### src/rtl/tovg_pkg.sv
// Package for the text overlay pixel generator: payload words, command and
// register codes, reset values and the 5x7 font table.
// Depends on nothing; used by every other file of the block.
`default_nettype none

package tovg_pkg;

  // Widths of the payload fields.
  localparam int PIXEL_X_W = 10;
  localparam int PIXEL_Y_W = 8;

  // Glyph and cell geometry in font pixels.
  localparam int GLYPH_COLS = 5;
  localparam int GLYPH_ROWS = 7;
  localparam int CELL_COLS  = 6;
  localparam int CELL_ROWS  = 8;

  localparam logic [7:0] SPACE_CODE = 8'h20;

  typedef enum logic [1:0] {
    CMD_WRITE = 2'd0,
    CMD_CLEAR = 2'd1,
    CMD_QUERY = 2'd2,
    CMD_NONE  = 2'd3
  } cmd_e;

  // Configuration register indexes.
  localparam logic [2:0] CFG_FG_RED      = 3'd0;
  localparam logic [2:0] CFG_FG_GREEN    = 3'd1;
  localparam logic [2:0] CFG_FG_BLUE     = 3'd2;
  localparam logic [2:0] CFG_FG_ALPHA    = 3'd3;
  localparam logic [2:0] CFG_BG_ALPHA    = 3'd4;
  localparam logic [2:0] CFG_MARGIN_LEFT = 3'd5;
  localparam logic [2:0] CFG_MARGIN_TOP  = 3'd6;

  // Configuration reset values.
  localparam logic [7:0] RST_FG_RED      = 8'd80;
  localparam logic [7:0] RST_FG_GREEN    = 8'd255;
  localparam logic [7:0] RST_FG_BLUE     = 8'd160;
  localparam logic [7:0] RST_FG_ALPHA    = 8'd255;
  localparam logic [7:0] RST_BG_ALPHA    = 8'd150;
  localparam logic [7:0] RST_MARGIN_LEFT = 8'd8;
  localparam logic [7:0] RST_MARGIN_TOP  = 8'd8;

  typedef struct packed {
    logic [1:0]           command;
    logic [2:0]           line_index;
    logic [4:0]           column_index;
    logic [7:0]           char_code;
    logic [PIXEL_X_W-1:0] pixel_x;
    logic [PIXEL_Y_W-1:0] pixel_y;
  } in_word_t;

  typedef struct packed {
    logic [7:0] red;
    logic [7:0] green;
    logic [7:0] blue;
    logic [7:0] alpha;
  } out_word_t;

  // Operation presented to the character store in one cycle.
  typedef struct packed {
    logic wr;
    logic clr;
    logic rd;
  } store_req_t;

  // One pixel of the font. Rows are packed top row first; within a row the
  // leftmost glyph column is the most significant bit.
  function automatic logic font_pixel(input logic [7:0] code, input logic [2:0] gx,
                                      input logic [2:0] gy);
    logic [GLYPH_COLS*GLYPH_ROWS-1:0] bits;
    int idx;
    case (code)
      8'h30: bits = {5'h0E, 5'h11, 5'h13, 5'h15, 5'h19, 5'h11, 5'h0E};
      8'h31: bits = {5'h04, 5'h0C, 5'h04, 5'h04, 5'h04, 5'h04, 5'h0E};
      8'h32: bits = {5'h0E, 5'h11, 5'h01, 5'h02, 5'h04, 5'h08, 5'h1F};
      8'h33: bits = {5'h1F, 5'h02, 5'h04, 5'h02, 5'h01, 5'h11, 5'h0E};
      8'h34: bits = {5'h02, 5'h06, 5'h0A, 5'h12, 5'h1F, 5'h02, 5'h02};
      8'h35: bits = {5'h1F, 5'h10, 5'h1E, 5'h01, 5'h01, 5'h11, 5'h0E};
      8'h36: bits = {5'h0E, 5'h10, 5'h10, 5'h1E, 5'h11, 5'h11, 5'h0E};
      8'h37: bits = {5'h1F, 5'h01, 5'h02, 5'h04, 5'h08, 5'h08, 5'h08};
      8'h38: bits = {5'h0E, 5'h11, 5'h11, 5'h0E, 5'h11, 5'h11, 5'h0E};
      8'h39: bits = {5'h0E, 5'h11, 5'h11, 5'h0F, 5'h01, 5'h01, 5'h0E};
      8'h2E: bits = {5'h00, 5'h00, 5'h00, 5'h00, 5'h00, 5'h0C, 5'h0C};
      8'h25: bits = {5'h19, 5'h19, 5'h02, 5'h04, 5'h08, 5'h13, 5'h13};
      8'h2D: bits = {5'h00, 5'h00, 5'h00, 5'h1F, 5'h00, 5'h00, 5'h00};
      8'h61: bits = {5'h00, 5'h00, 5'h0E, 5'h01, 5'h0F, 5'h11, 5'h0F};
      8'h62: bits = {5'h10, 5'h10, 5'h1E, 5'h11, 5'h11, 5'h11, 5'h1E};
      8'h63: bits = {5'h00, 5'h00, 5'h0F, 5'h10, 5'h10, 5'h10, 5'h0F};
      8'h64: bits = {5'h01, 5'h01, 5'h0F, 5'h11, 5'h11, 5'h11, 5'h0F};
      8'h65: bits = {5'h00, 5'h00, 5'h0E, 5'h11, 5'h1F, 5'h10, 5'h0F};
      8'h69: bits = {5'h04, 5'h00, 5'h0C, 5'h04, 5'h04, 5'h04, 5'h0E};
      8'h6B: bits = {5'h10, 5'h10, 5'h12, 5'h14, 5'h18, 5'h14, 5'h12};
      8'h6C: bits = {5'h0C, 5'h04, 5'h04, 5'h04, 5'h04, 5'h04, 5'h0E};
      8'h6D: bits = {5'h00, 5'h00, 5'h1A, 5'h15, 5'h15, 5'h15, 5'h15};
      8'h6F: bits = {5'h00, 5'h00, 5'h0E, 5'h11, 5'h11, 5'h11, 5'h0E};
      8'h70: bits = {5'h00, 5'h00, 5'h1E, 5'h11, 5'h1E, 5'h10, 5'h10};
      8'h72: bits = {5'h00, 5'h00, 5'h17, 5'h18, 5'h10, 5'h10, 5'h10};
      8'h73: bits = {5'h00, 5'h00, 5'h0F, 5'h10, 5'h0E, 5'h01, 5'h1E};
      8'h74: bits = {5'h08, 5'h08, 5'h1F, 5'h08, 5'h08, 5'h09, 5'h06};
      default: bits = '0;
    endcase
    if (gx >= 3'(GLYPH_COLS) || gy >= 3'(GLYPH_ROWS)) begin
      return 1'b0;
    end
    idx = GLYPH_COLS * GLYPH_ROWS - 1 - GLYPH_COLS * int'(gy) - int'(gx);
    return bits[6'(idx)];
  endfunction

endpackage

`default_nettype wire

### src/rtl/tovg_cell_store.sv
// Character cell store of the text overlay generator: one synchronous RAM of
// codes plus a valid bit per cell, so that reset and clear act on every cell at once.
// Depends on tovg_pkg for the request struct and the blank code.
`default_nettype none

module tovg_cell_store #(
  parameter int unsigned DEPTH = 192
) (
  input  wire logic                       clk_i,
  input  wire logic                       rst_ni,
  input  wire tovg_pkg::store_req_t       req_i,
  input  wire logic [$clog2(DEPTH)-1:0]   addr_i,
  input  wire logic [7:0]                 wdata_i,
  output logic [7:0]                      code_o
);

  logic [7:0]       mem_q [DEPTH];
  logic [DEPTH-1:0] valid_q;
  logic [7:0]       rd_data_q;
  logic             rd_valid_q;

  always_ff @(posedge clk_i) begin
    if (req_i.wr) begin
      mem_q[addr_i] <= wdata_i;
    end
    if (req_i.rd) begin
      rd_data_q <= mem_q[addr_i];
    end
  end

  always_ff @(posedge clk_i or negedge rst_ni) begin
    if (!rst_ni) begin
      valid_q    <= '0;
      rd_valid_q <= 1'b0;
    end else begin
      if (req_i.clr) begin
        valid_q <= '0;
      end else if (req_i.wr) begin
        valid_q[addr_i] <= 1'b1;
      end
      if (req_i.rd) begin
        rd_valid_q <= valid_q[addr_i];
      end
    end
  end

  // A cell never written since reset or the last clear reads as a space.
  assign code_o = rd_valid_q ? rd_data_q : tovg_pkg::SPACE_CODE;

`ifndef ASSERT_OFF
  a_one_op: assert property (@(posedge clk_i) disable iff (!rst_ni)
    $onehot0({req_i.wr, req_i.clr, req_i.rd}))
    else $error("store given more than one operation in a cycle");

  a_clear_all: assert property (@(posedge clk_i) disable iff (!rst_ni)
    req_i.clr |=> (valid_q == '0))
    else $error("cells still marked valid after a clear");

  a_write_marks: assert property (@(posedge clk_i) disable iff (!rst_ni)
    req_i.wr |=> valid_q[$past(addr_i)])
    else $error("written cell not marked valid");
`endif

endmodule

`default_nettype wire

### config.mk
export PLATFORM = sky130hd
export DESIGN_NAME = tovg_cell_store
export DESIGN_NICKNAME = d
export VERILOG_FILES = /design/src/rtl/tovg_pkg.sv /design/src/rtl/tovg_cell_store.sv
export SDC_FILE = /design/constraint.sdc
export NUM_CORES = 2
export LEC_CHECK = 0
export ABC_CLOCK_PERIOD_IN_PS = 4100
export BUFFER_PORTS_ARGS = -buffer_cell sky130_fd_sc_hd__buf_4
export CAP_MARGIN = 20
export CORE_MARGIN = 4
export CORE_UTILIZATION = 35
export DETAILED_ROUTE_END_ITERATION = 8
export PLACE_DENSITY = 0.6
export SYNTH_ARGS = -nofsm -noshare
export SYNTH_HDL_FRONTEND = slang
export SYNTH_SLANG_ARGS = --single-unit
### constraint.sdc
create_clock -name clk_i -period 4.1 [get_ports clk_i]
set_input_delay 0.205 -clock clk_i [delete_from_list [all_inputs] [get_ports clk_i]]
set_output_delay 0.205 -clock clk_i [all_outputs]
set_load 0.005 [all_outputs]
==> results.ini <==
[status]
status=complete, no violations

[grt]
grt_first_pass_wirelength_mm=259
number_of_antenna_violations_at_the_first_check_in_global_routing=8
global_route.usage.total=0.178
first_global_vias=35300
pin_count_of_the_biggest_net_entering_global_routing=125
global_route.overflow_total=0

[finish]
drive_above_1_share=0.293
area_delta_synth_final_pct=16.6
final_cell_count_no_fill=6432
finalInstanceArea_um2=79200
finish.net_count=3775
fillerInstances=16800

[clock_tree]
post_cts_resized=0
tritoncts_clock_tree=built
clock-root-buffer=sky130_fd_sc_hd__clkbuf_16
clock_tree_buffer_depth=3
cts_sinks=1737
worst_skew_pair.late_latency_ns=0.84
numCtsBuffers=179
clk_pin_slew_worst_paths_ns=0.06
cts_max_level=4

[floorplan]
core.rowCount=161
die_height_um=448
die_x_um=448
dieArea_um2=201000
fp.coreArea_um2=193000
starting_utilization_of_the_core_area=0.352
ios=29

[synth]
synthDominantCellAreaShare=0.683
synth_top_cells_by_area=sky130_fd_sc_hd__edfxtp_1 (68%), sky130_fd_sc_hd__mux4_2 (16%), sky130_fd_sc_hd__dfrtp_1 (7.1%)
syn-num-nets=3403
yosysUniqueCellTypes=55
synth_async_sr_flop_share=0.111
synth_most_common_cell=sky130_fd_sc_hd__edfxtp_1
synth-seq-cells=1737
post_synth_inst_count=3382
number_of_enable_type_register_cells_in_the_synthesized_netlist=1544
netlist.top_cell.by_area=sky130_fd_sc_hd__edfxtp_1
synthesis.area_um2=67900
synthFlopType=sky130_fd_sc_hd__edfxtp_1
ys_seq_area_frac=0.754
synth.cells.most_frequent=sky130_fd_sc_hd__edfxtp_1 (1544), sky130_fd_sc_hd__nor2_1 (534), sky130_fd_sc_hd__mux4_2 (478), sky130_fd_sc_hd__dfrtp_1 (193), sky130_fd_sc_hd__nand2_1 (99)
postSynthAreaPerCell_um2=20.1
synth_warnings=0

[min_path]
worstHoldPathType=input pin to asynchronous set/reset pin

[run]
timing.max_cap.violations=0

[sta]
timing_max_transition_violations_final=0
report.final.hold_viol_count=0
grt_setup_unrepaired=no
tightestPinTransition_ns=1.07
layout_worst_path_cycle_share=0.743
setup_viol=0
timing.setup.tns_ns=0
timing.final.crit_period_ns=3.05
worst_clock_skew_ns=0.0527
max_slew_margin=0.284
timing.fmax_mhz=328

[setup_path]
cp.required_ns=4.66
critical_path_class=input pin to flop
timing.critical_path.to_type=flop
critical_path_maximum_fanout=29
arrival_time_at_the_worst_endpoint_ns=3.60
setup.worst_path.start_class=input pin

[placed_design]
numPortBuffers=28
detailed_place.area_um2=73200
placed_cells_incl_taps=6086
dpl.hpwl_mm=112
place_congestion=0.837

[routing]
drt_first_pass_iters=5
final_antenna_net_count=0
drt-initial-drc-count=3811
routedWlPerCell_um=27.6
remaining_drc_errors=0
dr_total_vias=34900
wl_mm=178
avgViaCountPerCell=5.42

[pwr]
power.ir.vdd_worst_v=0.000350
power_density_relative_to_cell_area_nw_per_um2=470
leak_pwr_nw=26.2

[worst max-delay path, cell delays in order]
cell                      delay (ns)
sky130_fd_sc_hd__buf_8          0.29
sky130_fd_sc_hd__buf_12         0.31
sky130_fd_sc_hd__buf_4          0.40
sky130_fd_sc_hd__mux4_2         0.57
sky130_fd_sc_hd__mux2i_1        0.36
sky130_fd_sc_hd__o22ai_1        0.13
sky130_fd_sc_hd__nor2_1         0.24
sky130_fd_sc_hd__a21oi_1        0.19
sky130_fd_sc_hd__a31oi_1        0.66
sky130_fd_sc_hd__nand4_1        0.17
[routing by layer]
metal	routed length, um	share of wire	up-vias	global-route usage
li1	-	-	14400	-
met2	84400	0.48	1441	0.279
met4	6480	0.037	8	0.0650
met3	13500	0.076	308	0.0375
met5	49	0.00028	-	0
met1	73000	0.41	18700	0.246
[cells by family (layout without fill, tap and decap cells)]
| logic type | Yosys count | in the layout | synth area share |
|---|---|---|---|
| other | 0 | 2 | 0 |
| buffers and inverters | 191 | 713 | 0.0142 |
| flip-flops | 1737 | 1737 | 0.754 |
| multiplexers | 553 | 553 | 0.170 |
| AO/OA/AOI/OAI | 170 | 170 | 0.0187 |
| AND/OR/NAND/NOR | 731 | 731 | 0.0434 |
[cells in the final DEF (no fill, tap or decap), types with 5 or more instances in the layout]
cell type,Yosys,layout
sky130_fd_sc_hd__buf_6,13,9
sky130_fd_sc_hd__dfrtp_1,193,193
sky130_fd_sc_hd__a32oi_1,11,11
sky130_fd_sc_hd__clkbuf_16,0,179
sky130_fd_sc_hd__inv_16,0,5
sky130_fd_sc_hd__nor3_1,7,7
sky130_fd_sc_hd__mux4_2,478,478
sky130_fd_sc_hd__o21ai_0,15,15
sky130_fd_sc_hd__mux2i_1,61,61
sky130_fd_sc_hd__mux2_2,14,14
sky130_fd_sc_hd__and2_1,13,13
sky130_fd_sc_hd__nand3_1,36,36
sky130_fd_sc_hd__clkbuf_1,87,39
sky130_fd_sc_hd__clkinv_2,0,28
sky130_fd_sc_hd__bufinv_16,0,11
sky130_fd_sc_hd__buf_12,0,23
sky130_fd_sc_hd__clkinv_1,1,41
sky130_fd_sc_hd__edfxtp_1,1544,1544
sky130_fd_sc_hd__dlygate4sd3_1,0,13
sky130_fd_sc_hd__a22oi_1,17,17
sky130_fd_sc_hd__nand4_1,8,8
sky130_fd_sc_hd__o21ba_2,28,28
sky130_fd_sc_hd__nand2b_1,10,10
sky130_fd_sc_hd__o22ai_1,20,20
sky130_fd_sc_hd__nor2_1,534,533
sky130_fd_sc_hd__a21oi_1,21,21
sky130_fd_sc_hd__nor2b_1,12,11
sky130_fd_sc_hd__a211oi_1,5,5
sky130_fd_sc_hd__a31oi_1,13,13
sky130_fd_sc_hd__clkbuf_8,0,12
sky130_fd_sc_hd__clkinv_16,0,9
sky130_fd_sc_hd__buf_4,25,330
sky130_fd_sc_hd__nand2_1,99,99
[path summary, 6_finish.rpt]
kind | startpoint | end | slack (ns) | cells after the start
worst min register to register | valid_q[118] | valid_q[118] | 0.50 | 2
max in group asynchronous | rst_ni | rd_valid_q | 2.89 | 3
worst min-delay path | rst_ni | valid_q[164] | 0.11 | 2
min in group clk_i | req_i[2] | mem_q[66][1] | 0.12 | 4
worst max register to register | mem_q[183][4] | rd_data_q[4] | 1.15 | 7
worst max-delay path | addr_i[0] | rd_data_q[3] | 1.05 | 10
[sequential cells by signal, summed over array words and instances (netlist names)]
| name | count |
|---|---|
| mem_q | 1536 |
| valid_q | 192 |
| rd_data_q | 8 |
| rd_valid_q | 1 |
[cell type report]
| type | count | area [um2] | share of cell area |
|---|---|---|---|
| Antenna cell | 2 | 5.00 | 0.0000632 |
| Clock buffer | 230 | 4790 | 0.0605 |
| Clock inverter | 101 | 1060 | 0.0134 |
| Inverter | 3 | 18.8 | 0.000237 |
| Multi-Input combinational cell | 1454 | 15800 | 0.199 |
| Sequential cell | 1737 | 51200 | 0.646 |
| Tap cell | 2526 | 3160 | 0.0399 |
| Timing Repair Buffer | 379 | 3220 | 0.0407 |
[metrics by stage]
stage                      util  power [W]  setup WS (ns)  hold WS, ns
after floorplan               -     0.0207           1.51      -0.0906
after global placement    0.380     0.0216          0.268        0.372
after detailed placement  0.380     0.0216          0.245        0.382
after CTS                 0.411     0.0376           1.14       0.0553
after global routing      0.411     0.0384           1.08       0.0997
final                     0.411     0.0372           1.05        0.108
[report_power, final]
group          switching, W  internal, W  leakage (nW)
Combinational       0.00117     0.000682          6.78
Clock               0.00697      0.00905          2.84
Sequential        0.0000215       0.0193          16.6
[repair_timing]
action	in CTS	in global routing
hold buffers	13	0
setup endpoints to repair	0	0
endpoints found under the hold margin	689	0
setup buffers	0	0
Note: power is estimated with default switching activity, not from simulation.
